## src/rtl/core/npt_pkg.sv

```systemverilog
// ----------------------------------------------------------------------------
// npt_pkg
// Shared types and constants of the nearest-point target table.
// ----------------------------------------------------------------------------
package npt_pkg;

    localparam int COORD_W          = 13;
    localparam int OP_W             = 2;
    localparam int SQ_W             = 2 * COORD_W;
    localparam int DIST_W           = SQ_W + 1;
    localparam int SLOT_COUNT_DEF   = 16;

    // Operation codes; code 3 is unused and performs no operation.
    typedef enum logic [OP_W-1:0] {
        OP_INSERT = 2'd0,
        OP_REMOVE = 2'd1,
        OP_FIND   = 2'd2
    } t_op;

    // Control of the shared squaring unit.
    typedef struct packed {
        logic sq_x;    // square the x difference into the product register
        logic sq_y;    // move x term to the accumulator, square the y difference
    } t_dist_ctl;

endpackage

```

## src/rtl/core/npt_if.sv

```systemverilog
// ----------------------------------------------------------------------------
// npt_in_if / npt_out_if
// Valid/ready channels for operations into the table and results out of it.
// ----------------------------------------------------------------------------
interface npt_in_if;
    import npt_pkg::*;

    logic               valid;
    logic               ready;
    logic [OP_W-1:0]    operation;
    logic [COORD_W-1:0] pos_x;
    logic [COORD_W-1:0] pos_y;

    modport source (output valid, operation, pos_x, pos_y, input ready);
    modport sink   (input valid, operation, pos_x, pos_y, output ready);
endinterface

interface npt_out_if;
    import npt_pkg::*;

    logic               valid;
    logic               ready;
    logic               ok;
    logic [COORD_W-1:0] nearest_x;
    logic [COORD_W-1:0] nearest_y;
    logic               target_present;

    modport source (output valid, ok, nearest_x, nearest_y, target_present, input ready);
    modport sink   (input valid, ok, nearest_x, nearest_y, target_present, output ready);
endinterface

```

## src/rtl/core/nearest_point_target_table.sv

```systemverilog
// ----------------------------------------------------------------------------
// nearest_point_target_table
// Table of point slots with insert, remove-target and find-nearest operations.
//
//   channel  dir  payload                                          transaction
//   i_in     in   operation, pos_x, pos_y                          one operation
//   o_out    out  ok, nearest_x, nearest_y, target_present         one result
//
// Insert and remove scan the slot flags one slot per cycle and stop at the
// first empty slot (insert) or target slot (remove), or at the table end.
// Find scans every slot: each occupied slot needs one RAM read and two
// passes through the shared squaring unit.
// Reset clears the slot flags at once; no clearing pass runs over the RAM.
// The input is ready only while the sequencer is idle; a result waits in the
// output register, and the next operation cannot finish until it is taken.
// ----------------------------------------------------------------------------
module nearest_point_target_table #(
    parameter int SLOT_COUNT = npt_pkg::SLOT_COUNT_DEF
) (
    input  logic         i_clk,
    input  logic         i_rst_n,
    npt_in_if.sink       i_in,
    npt_out_if.source    o_out
);
    import npt_pkg::*;

    localparam int IW = (SLOT_COUNT > 1) ? $clog2(SLOT_COUNT) : 1;
    localparam int CW = $clog2(SLOT_COUNT + 1);

    typedef enum logic [4:0] {
        S_IDLE   = 5'b00001,
        S_SCAN   = 5'b00010,
        S_SQX    = 5'b00100,
        S_SQY    = 5'b01000,
        S_FINISH = 5'b10000
    } t_state;

    t_state              r_state, n_state;
    logic [CW-1:0]       r_idx, n_idx;
    logic [OP_W-1:0]     r_op, n_op;
    logic [COORD_W-1:0]  r_px, n_px;
    logic [COORD_W-1:0]  r_py, n_py;
    logic [SLOT_COUNT-1:0] r_occ, n_occ;
    logic [SLOT_COUNT-1:0] r_target, n_target;
    logic [CW-1:0]       r_count, n_count;
    logic                r_ok, n_ok;
    logic                r_pend, n_pend;
    logic                r_found, n_found;
    logic [IW-1:0]       r_cand, n_cand;
    logic [IW-1:0]       r_best_idx, n_best_idx;
    logic [DIST_W-1:0]   r_best_d, n_best_d;
    logic [COORD_W-1:0]  r_best_x, n_best_x;
    logic [COORD_W-1:0]  r_best_y, n_best_y;
    logic                r_out_valid, n_out_valid;
    logic                r_out_ok, n_out_ok;
    logic [COORD_W-1:0]  r_out_x, n_out_x;
    logic [COORD_W-1:0]  r_out_y, n_out_y;
    logic                r_out_tp, n_out_tp;

    logic [IW-1:0]        idx_lo;
    logic                 at_end;
    logic                 find_hit;
    logic                 ram_we;
    logic                 ram_re;
    logic [2*COORD_W-1:0] ram_rdata;
    logic [COORD_W-1:0]   rd_x;
    logic [COORD_W-1:0]   rd_y;
    t_dist_ctl            dist_ctl;
    logic [DIST_W-1:0]    sq_dist;

    assign idx_lo   = r_idx[IW-1:0];
    assign at_end   = (r_idx == CW'(SLOT_COUNT));
    assign find_hit = (r_op == OP_FIND) && r_found;
    assign rd_x     = ram_rdata[2*COORD_W-1:COORD_W];
    assign rd_y     = ram_rdata[COORD_W-1:0];

    npt_ram #(
        .WIDTH (2 * COORD_W),
        .DEPTH (SLOT_COUNT)
    ) u_coord_ram (
        .i_clk   (i_clk),
        .i_we    (ram_we),
        .i_waddr (idx_lo),
        .i_wdata ({r_px, r_py}),
        .i_re    (ram_re),
        .i_raddr (idx_lo),
        .o_rdata (ram_rdata)
    );

    npt_dist u_dist (
        .i_clk  (i_clk),
        .i_ctl  (dist_ctl),
        .i_qx   (r_px),
        .i_qy   (r_py),
        .i_sx   (rd_x),
        .i_sy   (rd_y),
        .o_dist (sq_dist)
    );

    always_comb begin
        n_state     = r_state;
        n_idx       = r_idx;
        n_op        = r_op;
        n_px        = r_px;
        n_py        = r_py;
        n_occ       = r_occ;
        n_target    = r_target;
        n_count     = r_count;
        n_ok        = r_ok;
        n_pend      = r_pend;
        n_found     = r_found;
        n_cand      = r_cand;
        n_best_idx  = r_best_idx;
        n_best_d    = r_best_d;
        n_best_x    = r_best_x;
        n_best_y    = r_best_y;
        n_out_valid = r_out_valid;
        n_out_ok    = r_out_ok;
        n_out_x     = r_out_x;
        n_out_y     = r_out_y;
        n_out_tp    = r_out_tp;
        ram_we      = 1'b0;
        ram_re      = 1'b0;
        dist_ctl    = '0;

        if (r_out_valid && o_out.ready) begin
            n_out_valid = 1'b0;
        end

        unique case (r_state)
            S_IDLE: begin
                if (i_in.valid) begin
                    n_op    = i_in.operation;
                    n_px    = i_in.pos_x;
                    n_py    = i_in.pos_y;
                    n_idx   = '0;
                    n_ok    = 1'b0;
                    n_pend  = 1'b0;
                    n_found = 1'b0;
                    n_state = S_SCAN;
                end
            end
            S_SCAN: begin
                unique case (r_op)
                    OP_INSERT: begin
                        if (at_end) begin
                            n_state = S_FINISH;
                        end else if (!r_occ[idx_lo]) begin
                            ram_we        = 1'b1;
                            n_occ[idx_lo] = 1'b1;
                            n_ok          = 1'b1;
                            n_state       = S_FINISH;
                        end else begin
                            n_idx = r_idx + 1'b1;
                        end
                    end
                    OP_REMOVE: begin
                        if (at_end) begin
                            n_state = S_FINISH;
                        end else if (r_target[idx_lo]) begin
                            n_occ[idx_lo]    = 1'b0;
                            n_target[idx_lo] = 1'b0;
                            n_count          = r_count - 1'b1;
                            n_ok             = 1'b1;
                            n_state          = S_FINISH;
                        end else begin
                            n_idx = r_idx + 1'b1;
                        end
                    end
                    OP_FIND: begin
                        // The previous candidate's distance is compared while
                        // the next slot is being looked at.
                        if (r_pend) begin
                            n_pend = 1'b0;
                            if (!r_found || (sq_dist < r_best_d)) begin
                                n_found    = 1'b1;
                                n_best_d   = sq_dist;
                                n_best_idx = r_cand;
                                n_best_x   = rd_x;
                                n_best_y   = rd_y;
                            end
                        end
                        if (at_end) begin
                            n_state = S_FINISH;
                        end else if (r_occ[idx_lo]) begin
                            ram_re  = 1'b1;
                            n_cand  = idx_lo;
                            n_idx   = r_idx + 1'b1;
                            n_state = S_SQX;
                        end else begin
                            n_idx = r_idx + 1'b1;
                        end
                    end
                    default: begin
                        n_state = S_FINISH;
                    end
                endcase
            end
            S_SQX: begin
                dist_ctl.sq_x = 1'b1;
                n_state       = S_SQY;
            end
            S_SQY: begin
                dist_ctl.sq_y = 1'b1;
                n_pend        = 1'b1;
                n_state       = S_SCAN;
            end
            S_FINISH: begin
                if (!r_out_valid || o_out.ready) begin
                    n_out_valid = 1'b1;
                    n_out_ok    = (r_op == OP_FIND) ? r_found : r_ok;
                    n_out_x     = find_hit ? r_best_x : '0;
                    n_out_y     = find_hit ? r_best_y : '0;
                    n_out_tp    = (r_count != '0) || find_hit;
                    if (find_hit) begin
                        n_target[r_best_idx] = 1'b1;
                        if (!r_target[r_best_idx]) begin
                            n_count = r_count + 1'b1;
                        end
                    end
                    n_state = S_IDLE;
                end
            end
            default: begin
                n_state = S_IDLE;
            end
        endcase
    end

    always_ff @(posedge i_clk) begin
        if (!i_rst_n) begin
            r_state     <= S_IDLE;
            r_occ       <= '0;
            r_target    <= '0;
            r_count     <= '0;
            r_pend      <= 1'b0;
            r_out_valid <= 1'b0;
        end else begin
            r_state     <= n_state;
            r_occ       <= n_occ;
            r_target    <= n_target;
            r_count     <= n_count;
            r_pend      <= n_pend;
            r_out_valid <= n_out_valid;
        end
    end

    always_ff @(posedge i_clk) begin
        r_idx      <= n_idx;
        r_op       <= n_op;
        r_px       <= n_px;
        r_py       <= n_py;
        r_ok       <= n_ok;
        r_found    <= n_found;
        r_cand     <= n_cand;
        r_best_idx <= n_best_idx;
        r_best_d   <= n_best_d;
        r_best_x   <= n_best_x;
        r_best_y   <= n_best_y;
        r_out_ok   <= n_out_ok;
        r_out_x    <= n_out_x;
        r_out_y    <= n_out_y;
        r_out_tp   <= n_out_tp;
    end

    assign i_in.ready           = (r_state == S_IDLE);
    assign o_out.valid          = r_out_valid;
    assign o_out.ok             = r_out_ok;
    assign o_out.nearest_x      = r_out_x;
    assign o_out.nearest_y      = r_out_y;
    assign o_out.target_present = r_out_tp;

    // The target count tracks the target flags exactly.
    a_count_matches: assert property (@(posedge i_clk) disable iff (!i_rst_n)
        $countones(r_target) == r_count)
        else $error("target count differs from target flags");

    // Every target slot is also occupied.
    a_target_occupied: assert property (@(posedge i_clk) disable iff (!i_rst_n)
        (r_target & ~r_occ) == '0)
        else $error("target flag set on an empty slot");

    // A pending distance compare exists only while scanning.
    a_pend_in_scan: assert property (@(posedge i_clk) disable iff (!i_rst_n)
        r_pend |-> (r_state == S_SCAN))
        else $error("distance compare pending outside the scan");

    // After a transaction is taken the block is busy in the next cycle.
    a_busy_after_accept: assert property (@(posedge i_clk) disable iff (!i_rst_n)
        (i_in.valid && i_in.ready) |=> !i_in.ready)
        else $error("input ready right after a transaction");

endmodule

```

## src/rtl/core/npt_ram.sv

```systemverilog
// ----------------------------------------------------------------------------
// npt_ram
// Generic single-write, single-read RAM with a registered read port.
// ----------------------------------------------------------------------------
module npt_ram #(
    parameter int WIDTH = 8,
    parameter int DEPTH = 16,
    localparam int AW   = (DEPTH > 1) ? $clog2(DEPTH) : 1
) (
    input  logic             i_clk,
    input  logic             i_we,
    input  logic [AW-1:0]    i_waddr,
    input  logic [WIDTH-1:0] i_wdata,
    input  logic             i_re,
    input  logic [AW-1:0]    i_raddr,
    output logic [WIDTH-1:0] o_rdata
);

    logic [WIDTH-1:0] r_mem [DEPTH];
    logic [WIDTH-1:0] r_rdata;

    always_ff @(posedge i_clk) begin
        if (i_we) begin
            r_mem[i_waddr] <= i_wdata;
        end
        if (i_re) begin
            r_rdata <= r_mem[i_raddr];
        end
    end

    assign o_rdata = r_rdata;

endmodule

```

## src/rtl/core/npt_dist.sv

```systemverilog
// ----------------------------------------------------------------------------
// npt_dist
// Shared squaring unit: squares |dx| and then |dy| and presents their sum
// as the squared distance.
// ----------------------------------------------------------------------------
module npt_dist (
    input  logic                                i_clk,
    input  npt_pkg::t_dist_ctl                  i_ctl,
    input  logic [npt_pkg::COORD_W-1:0]         i_qx,
    input  logic [npt_pkg::COORD_W-1:0]         i_qy,
    input  logic [npt_pkg::COORD_W-1:0]         i_sx,
    input  logic [npt_pkg::COORD_W-1:0]         i_sy,
    output logic [npt_pkg::DIST_W-1:0]          o_dist
);
    import npt_pkg::*;

    logic [COORD_W-1:0] opa;
    logic [COORD_W-1:0] opb;
    logic [COORD_W-1:0] diff;
    logic [SQ_W-1:0]    sq;
    logic [SQ_W-1:0]    r_prod;
    logic [SQ_W-1:0]    r_acc;

    // One operand pair per cycle goes through the single multiplier.
    assign opa  = i_ctl.sq_y ? i_qy : i_qx;
    assign opb  = i_ctl.sq_y ? i_sy : i_sx;
    assign diff = (opa >= opb) ? (opa - opb) : (opb - opa);
    assign sq   = SQ_W'(diff) * SQ_W'(diff);

    always_ff @(posedge i_clk) begin
        if (i_ctl.sq_x) begin
            r_prod <= sq;
        end else if (i_ctl.sq_y) begin
            r_acc  <= r_prod;
            r_prod <= sq;
        end
    end

    assign o_dist = DIST_W'(r_acc) + DIST_W'(r_prod);

endmodule

```

## src/flat_wrapper.sv

```systemverilog
// flat-port wrapper written by rule: the top's interface ports become plain ports
module nearest_point_target_table_flat import npt_pkg::*;
#(
    parameter int SLOT_COUNT = npt_pkg::SLOT_COUNT_DEF
)
  (i_clk, i_rst_n, i_in_valid, i_in_operation, i_in_pos_x, i_in_pos_y, i_in_ready, o_out_valid, o_out_ok, o_out_nearest_x, o_out_nearest_y, o_out_target_present, o_out_ready);
  npt_in_if i_in_i ();
  npt_out_if o_out_i ();
  input  logic i_clk;
  input  logic i_rst_n;
  input wire logic [$bits(i_in_i.valid)-1:0] i_in_valid;
  input wire logic [$bits(i_in_i.operation)-1:0] i_in_operation;
  input wire logic [$bits(i_in_i.pos_x)-1:0] i_in_pos_x;
  input wire logic [$bits(i_in_i.pos_y)-1:0] i_in_pos_y;
  output wire logic [$bits(i_in_i.ready)-1:0] i_in_ready;
  output wire logic [$bits(o_out_i.valid)-1:0] o_out_valid;
  output wire logic [$bits(o_out_i.ok)-1:0] o_out_ok;
  output wire logic [$bits(o_out_i.nearest_x)-1:0] o_out_nearest_x;
  output wire logic [$bits(o_out_i.nearest_y)-1:0] o_out_nearest_y;
  output wire logic [$bits(o_out_i.target_present)-1:0] o_out_target_present;
  input wire logic [$bits(o_out_i.ready)-1:0] o_out_ready;
  assign i_in_i.valid = i_in_valid;
  assign i_in_i.operation = i_in_operation;
  assign i_in_i.pos_x = i_in_pos_x;
  assign i_in_i.pos_y = i_in_pos_y;
  assign i_in_ready = i_in_i.ready;
  assign o_out_valid = o_out_i.valid;
  assign o_out_ok = o_out_i.ok;
  assign o_out_nearest_x = o_out_i.nearest_x;
  assign o_out_nearest_y = o_out_i.nearest_y;
  assign o_out_target_present = o_out_i.target_present;
  assign o_out_i.ready = o_out_ready;
  nearest_point_target_table #(.SLOT_COUNT(SLOT_COUNT)) u_core (.i_clk(i_clk), .i_rst_n(i_rst_n), .i_in(i_in_i), .o_out(o_out_i));
endmodule
```

## config.mk

```make
export PLATFORM = sky130hd
export DESIGN_NAME = nearest_point_target_table_flat
export DESIGN_NICKNAME = d
export VERILOG_FILES = /design/src/rtl/core/npt_pkg.sv /design/src/rtl/core/npt_if.sv /design/src/rtl/core/nearest_point_target_table.sv /design/src/rtl/core/npt_ram.sv /design/src/rtl/core/npt_dist.sv /design/src/flat_wrapper.sv
export SDC_FILE = /design/constraint.sdc
export NUM_CORES = 1
export LEC_CHECK = 0
export BUFFER_PORTS_ARGS = -buffer_cell sky130_fd_sc_hd__buf_2
export CAP_MARGIN = 0
export CORE_ASPECT_RATIO = 1.25
export CORE_MARGIN = 3
export CORE_UTILIZATION = 50
export DETAILED_ROUTE_END_ITERATION = 10
export GPL_ROUTABILITY_DRIVEN = 0
export PLACE_DENSITY_LB_ADDON = 0.15
export SKIP_CTS_REPAIR_TIMING = 1
export SLEW_MARGIN = 25
export SYNTH_ARGS = -nofsm -noshare
export SYNTH_HDL_FRONTEND = slang
export SYNTH_SLANG_ARGS = --single-unit
```

## constraint.sdc

```tcl
create_clock -name i_clk -period 17.6 [get_ports i_clk]
set_clock_uncertainty 0.2 [all_clocks]
set_input_delay 2.64 -clock i_clk [delete_from_list [all_inputs] [get_ports i_clk]]
set_output_delay 2.64 -clock i_clk [all_outputs]
set_load 0.1 [all_outputs]
```

==> metrics.txt, run 1 <==
Hold Vio Cnt, Final=0; #FFs+latches synth=660; gr ovfl total=0; Rel. slew slack=0.2917; total number of vias=17820; initial antenna violation count=2; Peak Freq=0.09723 GHz; post-route minimum period=10.29 ns; vias in the first global route=18760; Global Route met2 Usage=0.3769; Setup crit start kind=register; slowest cell delay on critical path=0.84 ns; critical path class=reg -> reg; Longest Clk Path Bufs=3; post-route ant nets=0; mean post-synth cell area=15.11 um2; CP max FO=28; Die ar.=0.06761 mm2; area grow syn2layout=11.58%; Worst EP arrival=10.42 ns; clk root buf=clkbuf_16; CTS H-tree lvls=3; DRT iter0 DRCs=1278; TritonRoute pass-1 iters=8; first-pass GRT wire length=112400 um; Routed WL=72680 um; Fin Setup TNS=0 ns; core area=0.06353 mm2; Final Max Slew Viols=0; Clock Latency Late Sink=0.61 ns; Top FF cell, synth=edfxtp_1; synthesized instance count=2135; Worst-path clk slew=0.06 ns; Worst path slowest cell=xor2_1; RSZ-0062 raised after global routing=no; Final nets=2503; asr flop ratio synth=0; Initial Util=0.5077; Hold Path Class=reg -> reg; # rows=103; die width=233.2 um; met1 usage=0.2956; # DRC=0; hpwl dp=47290 um; commonest non-fill, non-tap cell in the layout=edfxtp_1; gr usage total=0.2208; fin crit share=0.5844; gr busiest metal=met2; distinct cell type count after synthesis=77; CTS tree=done; die span in y=290.0 um; share of cells above drive strength 1=0.1755; post-synthesis sequential area ratio=0.6008; Slew @ Worst Pin=1.059 ns; Num CTS Buffers=68; synthesized net count=2416; final setup violation count=0; status=complete, no violations; Yosys Warn Count=0; vias per std cell=5.724; Port Buf Inserts=61; Post-synth EDFFs=616; CP endpoint kind=register; most frequent cells in the layout=616 x edfxtp_1, 233 x inv_1, 150 x ha_1; area leader, netlist=edfxtp_1; largest net degree at the start of global routing=67; CTS Sinks=660; Worst Path Required=17.74 ns; synth top area cells=edfxtp_1 57%, mux4_2 10%, fa_1 6.1%; Synth top area share=0.5735; drt wl/cell=23.34 um; Mapped Area=0.03225 mm2; met3 Use GR=0.02995; io pins=62; Max-Cap Viols=0
area by class of cell:
cell class	count	area [um2]
antenna	1	2.502
clock buffer	80	1768
clock inverter	41	524.3
fill	4972	27550
inverter	238	893.4
multi-input combinational	1157	11800
sequential	660	19380
tap	840	1051
timing repair buffer	97	575.6
final timing paths:
kind,start,end,slack (ns),cells after the start
setup / recovery,u_core.r_state[1],u_core.u_dist.r_prod[22],7.31,33
hold / removal,u_core.r_cand[1],u_core.r_best_idx[1],0.22,0
setup reg to reg,u_core.r_state[1],u_core.u_dist.r_prod[22],7.31,33
hold reg to reg,u_core.r_cand[1],u_core.r_best_idx[1],0.22,0
through the flow:
step | setup WS (ns) | std cells | hold WS, ns | util | instance area (um2)
6_report | 7.315 | 3114 | 0.2238 | 0.5664 | 35990
3_3_place_gp | 7.530 | 2992 | 0.2022 | 0.5303 | 33690
5_1_grt | 6.656 | 3114 | 0.2172 | 0.5664 | 35990
3_5_place_dp | 7.326 | 2992 | 0.2062 | 0.5303 | 33690
4_1_cts | 7.281 | 3113 | 0.2208 | 0.5664 | 35990
2_1_floorplan | 7.940 | 2135 | 0.2003 | - | 32250
metal layers:
metal / part of all wire / vias to the layer above
met3: 0.051 / 125
li1: - / 8085
met1: 0.42 / 9082
met4: 0.024 / 2
met2: 0.51 / 530
met5: 0.000096 / -
cell usage after synthesis (8+ instances only):
| cell type | count |
|---|---|
| clkbuf_1 | 56 |
| fa_1 | 99 |
| or3_1 | 10 |
| dfxtp_1 | 44 |
| nand3_1 | 26 |
| mux4_2 | 145 |
| o21a_1 | 13 |
| edfxtp_1 | 616 |
| o21ai_0 | 41 |
| buf_1 | 11 |
| nand4_1 | 8 |
| ha_1 | 150 |
| nor2_1 | 145 |
| a21oi_1 | 64 |
| xor2_1 | 24 |
| and3_1 | 34 |
| nor2b_1 | 15 |
| nand2b_1 | 16 |
| nor4_1 | 8 |
| o21bai_1 | 8 |
| a21o_1 | 34 |
| inv_1 | 233 |
| buf_2 | 10 |
| nand2_1 | 111 |
| a31oi_1 | 18 |
| mux2i_1 | 19 |
| nor3_1 | 26 |
| xnor2_1 | 36 |
cells by family after synthesis:
logic type | after synthesis | synth area share
flops | 660 | 0.6008
xor+xnor | 64 | 0.01831
buf+inv | 318 | 0.03790
fa+ha+maj | 249 | 0.1196
compound gates | 241 | 0.05020
simple gates | 434 | 0.06420
mux | 169 | 0.1090
worst max-delay path, delay by kind of cell (launching register included):
| family | cells | cell delay [ns] |
|---|---|---|
| AOI/OAI and AO/OA | 9 | 2.65 |
| xor gates and xnor gates | 2 | 0.92 |
| muxes | 1 | 0.27 |
| buffers and inverters | 7 | 1.55 |
| and+or+nand+nor | 7 | 1.26 |
| DFF | 1 | 0.37 |
| adders and majority gates | 7 | 2.79 |
sequential cells by signal, summed over array words and instances, names as in the netlist, 13 cells and up:
| register | cells |
|---|---|
| u_core.r_target | 16 |
| u_core.r_occ | 16 |
| u_core.r_best_d | 27 |
| u_core.o_out.nearest_y | 13 |
| u_core.u_coord_ram.o_rdata | 26 |
| u_core.r_py | 13 |
| u_core.u_coord_ram.r_mem | 416 |
| u_core.r_best_x | 13 |
| u_core.o_out.nearest_x | 13 |
| u_core.r_best_y | 13 |
| u_core.r_px | 13 |
| u_core.u_dist.r_acc | 25 |
| u_core.u_dist.r_prod | 25 |
Power of run 1 is not shown: default switching activity piles up to over one toggle a cycle in this logic, so the estimate is an artifact.
==> run 2: changes to the inputs <==
==> constraint.sdc (replaced) <==
create_clock -name i_clk -period 8.4 [get_ports i_clk]
set_clock_uncertainty 0.2 [all_clocks]
set_input_delay 1.26 -clock i_clk [delete_from_list [all_inputs] [get_ports i_clk]]
set_output_delay 1.26 -clock i_clk [all_outputs]
set_load 0.1 [all_outputs]
==> metrics.txt, run 2 (synthesized netlist as in run 1, its figures left out) <==
status=complete, no violations; Rel. slew slack=0.3803 (+0.08862); CTS tree=done; Final nets=2629 (+5.0%); commonest non-fill, non-tap cell in the layout=edfxtp_1; Placement Setup Slack=-0.1409 ns (-7.467 ns); Num CTS Buffers=61 (-10%); Peak Freq=0.1200 GHz (+23%); fin crit share=0.9918 (+0.4075); share of cells above drive strength 1=0.2641 (+0.08854); Longest Clk Path Bufs=3 (unchanged); multi-input logic area=0.01264 mm2 (+7.1%); TritonRoute pass-1 iters=5 (-3); post-layout util=0.5921 (+0.02562); slowest cell delay on critical path=0.49 ns (-0.35 ns); Port Buf Inserts=61 (unchanged); vias per std cell=5.731 (+0.13%); Clock Latency Late Sink=0.64 ns (+0.03 ns); Worst-path clk slew=0.06 ns (about the same); core area=0.06353 mm2 (unchanged); DP Area=0.03475 mm2 (+3.1%); first-pass GRT wire length=116900 um (+4.0%); fill count=4867 (-2.1%); CP endpoint kind=register; gr ovfl total=0 (unchanged); Die ar.=0.06761 mm2 (unchanged); Worst Path Required=8.55 ns (-9.19 ns); Setup WS post-layout=0.06858 ns (-7.246 ns); Hold Slack=0.2176 ns (-0.006220 ns); Hold Vio Cnt, Final=0 (unchanged); CTS H-tree lvls=2 (-1); area grow syn2layout=16.62%; initial antenna violation count=2 (unchanged); Worst path slowest cell=fa_1; Initial Util=0.5077 (unchanged); most frequent cells in the layout=616 x edfxtp_1, 226 x inv_1, 151 x buf_4; design area=0.03762 mm2 (+4.5%); CTS Sinks=660 (unchanged); total number of vias=18560 (+4.1%); Routed WL=76810 um (+5.7%); CP max FO=8 (-71%); number of flip-flops in the largest register=416 (unchanged); gr usage total=0.2294 (+0.008599); die span in y=290.0 um (unchanged); # DRC=0 (unchanged); post-route ant nets=0 (unchanged); hpwl dp=51280 um (+8.4%); clk root buf=clkbuf_16; die width=233.2 um (unchanged); Slew @ Worst Pin=0.9295 ns (-0.1293 ns); largest net degree at the start of global routing=61 (-9.0%); largest reg by FF count=u_core.u_coord_ram.r_mem; Setup crit start kind=register; Final Max Slew Viols=0 (unchanged); RSZ-0062 raised after global routing=yes; Hold Path Class=reg -> reg; DRT iter0 DRCs=1459 (+14%); # rows=103 (unchanged); post-route minimum period=8.331 ns (-1.954 ns); Sequential Area=0.01938 mm2 (about the same); vias in the first global route=19220 (+2.4%); Worst EP arrival=8.48 ns (-1.94 ns); drt wl/cell=23.72 um (+1.6%); io pins=62 (unchanged); Max-Cap Viols=0 (unchanged); final setup violation count=0 (unchanged); critical path class=reg -> reg
## run 2: cell count changes in the layout (fill, tap and decap cells not counted), sizes merged
cell / delta
clkbuf: -3
inv: -3
buf: +130
clkinv: +6
bufinv: -7
clkinvlp: +1
## run 2: area by class of cell
cell class / instances / share of cell area
Multi-Input combinational cell: 1157 / 0.3359
Antenna cell: 1 / 0.00006652
Tap cell: 840 / 0.02794
Timing Repair Buffer: 229 / 0.04580
Clock buffer: 75 / 0.04307
Sequential cell: 660 / 0.5153
Timing Repair inverter: 1 / 0.0002328
Inverter: 238 / 0.02425
Clock inverter: 37 / 0.007418
## run 2: final timing paths
kind,to,depth (start not counted),start,slack [ns]
max,u_core.u_dist.r_prod[22],35,u_core.r_state[4],0.07
min,u_core.r_best_idx[0],0,u_core.r_cand[0],0.22
max reg2reg,u_core.u_dist.r_prod[22],35,u_core.r_state[4],0.07
min reg2reg,u_core.r_best_idx[0],0,u_core.r_cand[0],0.22
## run 2: through the flow
| stage | TNS [ns] | cells |
|---|---|---|
| 2_1_floorplan | -0.01817 | 2135 |
| 3_3_place_gp | 0 | 3102 |
| 3_5_place_dp | -0.3756 | 3102 |
| 4_1_cts | -0.5479 | 3214 |
| 5_1_grt | -0.7718 | 3237 |
| 6_report | 0 | 3238 |
## run 2: worst max-delay path, delay by kind of cell (launching register included)
| kind | cells | cell delay, ns |
|---|---|---|
| DFF | 1 | 0.33 |
| adders and majority gates | 7 | 2.76 |
| buffers and inverters | 10 | 0.99 |
| and+or+nand+nor | 7 | 1.15 |
| AOI/OAI and AO/OA | 9 | 2.38 |
| xor gates and xnor gates | 2 | 0.23 |
## run 2: layer usage
metal | vias to the layer above | part of all wire | GRT usage | wire, um
met5 | - | 0 | 0 | 0
met4 | 0 | 0.028 | 0.06312 | 2164
met3 | 120 | 0.048 | 0.03054 | 3688
met2 | 487 | 0.53 | 0.4014 | 40400
met1 | 9610 | 0.40 | 0.3016 | 30550
li1 | 8341 | - | - | -
Power of run 2 is left out for the same reason.
==> run 3: changes to the inputs <==
--- a/config.mk
+++ b/config.mk
@@ -5,11 +5,13 @@
 export SDC_FILE = /design/constraint.sdc
 export NUM_CORES = 1
 export LEC_CHECK = 0
+export ABC_CLOCK_PERIOD_IN_PS = 8400
 export BUFFER_PORTS_ARGS = -buffer_cell sky130_fd_sc_hd__buf_2
 export CAP_MARGIN = 0
 export CORE_ASPECT_RATIO = 1.25
 export CORE_MARGIN = 3
-export CORE_UTILIZATION = 50
+export CORE_UTILIZATION = 58
+export CTS_BUF_LIST = sky130_fd_sc_hd__clkbuf_2
 export DETAILED_ROUTE_END_ITERATION = 10
 export GPL_ROUTABILITY_DRIVEN = 0
 export PLACE_DENSITY_LB_ADDON = 0.15
==> metrics.txt, run 3 (synthesized netlist as in run 1, its figures left out) <==
critical path class=reg -> reg; Worst Path Required=9.26 ns (+0.71 ns); core area=0.05501 mm2 (-13%); Routed WL=74230 um (-3.4%); gr usage total=0.2584 (+0.02892); CP most frequent cell=fa_1; Num CTS Buffers=152 (+150%); die span in y=269.7 um (-7.0%); CTS H-tree lvls=4 (+2); Worst EP arrival=9.29 ns (+0.81 ns); Slew @ Worst Pin=0.9788 ns (+0.04929 ns); share of cells above drive strength 1=0.2922 (+0.02816); vias in the first global route=20060 (+4.4%); Clock Latency Late Sink=1.33 ns (+0.69 ns); Port Buf Inserts=61 (unchanged); fin crit share=1.004 (+0.01187); most frequent cells in the layout=616 x edfxtp_1, 226 x inv_1, 216 x clkbuf_2; number of flip-flops in the largest register=416 (unchanged); Crit. Startpoint=u_core.r_state[4]; Sequential Area=0.01938 mm2 (unchanged); die width=216.9 um (-7.0%); CP max FO=8 (unchanged); vias per std cell=5.807 (+1.3%); status=finished with violations; worst hold start=i_in_valid; io pins=62 (unchanged); # rows=96 (-6.8%); commonest non-fill, non-tap cell in the layout=edfxtp_1; post-layout util=0.6736 (+0.08159); Worst-path clk slew=0.12 ns (+0.06 ns); post-route ant nets=0 (unchanged); Final Max Slew Viols=0 (unchanged); Initial Util=0.5863 (+0.07864); Hold Vio Cnt, Final=0 (unchanged); Worst path slowest cell=fa_1; fill count=3918 (-19%); post-route minimum period=8.431 ns (+0.09973 ns); failing checks=setup timing; Longest Clk Path Bufs=3 (unchanged); multi-input logic area=0.01246 mm2 (-1.4%); area grow syn2layout=14.90%; Setup crit start kind=register; CP endpoint kind=register; Hold Path Class=in -> reg; # DRC=0 (unchanged); largest reg by FF count=u_core.u_coord_ram.r_mem; final setup violation count=2 (+2); DRT iter0 DRCs=1501 (+2.9%); slowest cell delay on critical path=0.52 ns (+0.03 ns); hpwl dp=48950 um (-4.5%); gr ovfl total=0 (unchanged); largest net degree at the start of global routing=106 (+74%); total number of vias=19180 (+3.3%); worst r2r src=u_core.r_state[4]; drt wl/cell=22.48 um (-5.2%); Die ar.=0.05849 mm2 (-13%); Rel. slew slack=0.3475 (-0.03286); RSZ-0062 raised after global routing=yes; Final nets=2732 (+3.9%); CTS Sinks=660 (unchanged); Setup WS post-layout=-0.03115 ns (-0.09973 ns); first-pass GRT wire length=113600 um (-2.8%); Peak Freq=0.1186 GHz (-1.2%); initial antenna violation count=5 (+3); Max-Cap Viols=0 (unchanged); CTS tree=done; TritonRoute pass-1 iters=5 (unchanged); clk root buf=clkbuf_2
[run 3: cell count changes in the layout (fill, tap and decap cells not counted), moves of 4 or more]
| cell | change |
|---|---|
| ha_1 | +6 |
| clkbuf_2 | +216 |
| dlygate4sd3_1 | +28 |
| buf_4 | -14 |
| clkinv_4 | +4 |
| buf_12 | -4 |
| clkbuf_16 | -62 |
| clkinv_2 | -6 |
| buf_16 | +4 |
| clkbuf_1 | -11 |
| ha_4 | -7 |
| clkinv_1 | +11 |
| mux2i_1 | +4 |
[run 3: critical path, delay by kind of cell (launching register included)]
family,cells,cell delay (ns)
AO/OA/AOI/OAI,9,2.58
XOR/XNOR,2,0.31
adder cells (fa/ha/maj),7,2.91
buffers and inverters,5,0.64
flip-flops,1,0.35
multiplexers,1,0.20
AND/OR/NAND/NOR,5,0.95
[run 3: layout make-up]
| cell class | count | share of cell area |
|---|---|---|
| multi-input combinational | 1157 | 0.3363 |
| clock inverter | 50 | 0.01026 |
| timing repair buffer | 241 | 0.05132 |
| timing repair inverter | 1 | 0.0002363 |
| inverter | 238 | 0.02458 |
| antenna | 4 | 0.0002701 |
| tap | 735 | 0.02482 |
| sequential | 660 | 0.5230 |
| clock buffer | 216 | 0.02917 |
[run 3: worst paths after layout]
check	to	slack [ns]	cells after the start
worst max-delay path	u_core.u_dist.r_prod[22]	-0.03	29
worst min register to register	u_core.r_best_idx[2]	0.23	0
worst max register to register	u_core.u_dist.r_prod[22]	-0.03	29
worst min-delay path	u_core.r_state[4]	0.20	3
[run 3: metal layers]
metal,part of all wire,global-route usage,vias to the layer above
li1,-,-,8661
met1,0.38,0.3236,9567
met2,0.51,0.4390,752
met3,0.069,0.05523,191
met4,0.040,0.1097,4
met5,0.00035,0,-
[run 3: per-stage QoR]
step | setup slack [ns] | instances | setup TNS (ns) | hold WS [ns] | instance area, um2
floorplan | -0.01817 | 2135 | -0.01817 | 0.2003 | 32490
global placement | 0.08401 | 2983 | 0 | 0.2045 | 34490
detailed placement | -0.1403 | 2987 | -0.5139 | 0.2138 | 34600
CTS | -0.1804 | 3253 | -0.7738 | -0.3422 | 36060
global route | -0.2841 | 3302 | -1.196 | 0.01438 | 37060
finish | -0.03115 | 3302 | -0.04463 | 0.1987 | 37060
Power of run 3 is left out for the same reason.
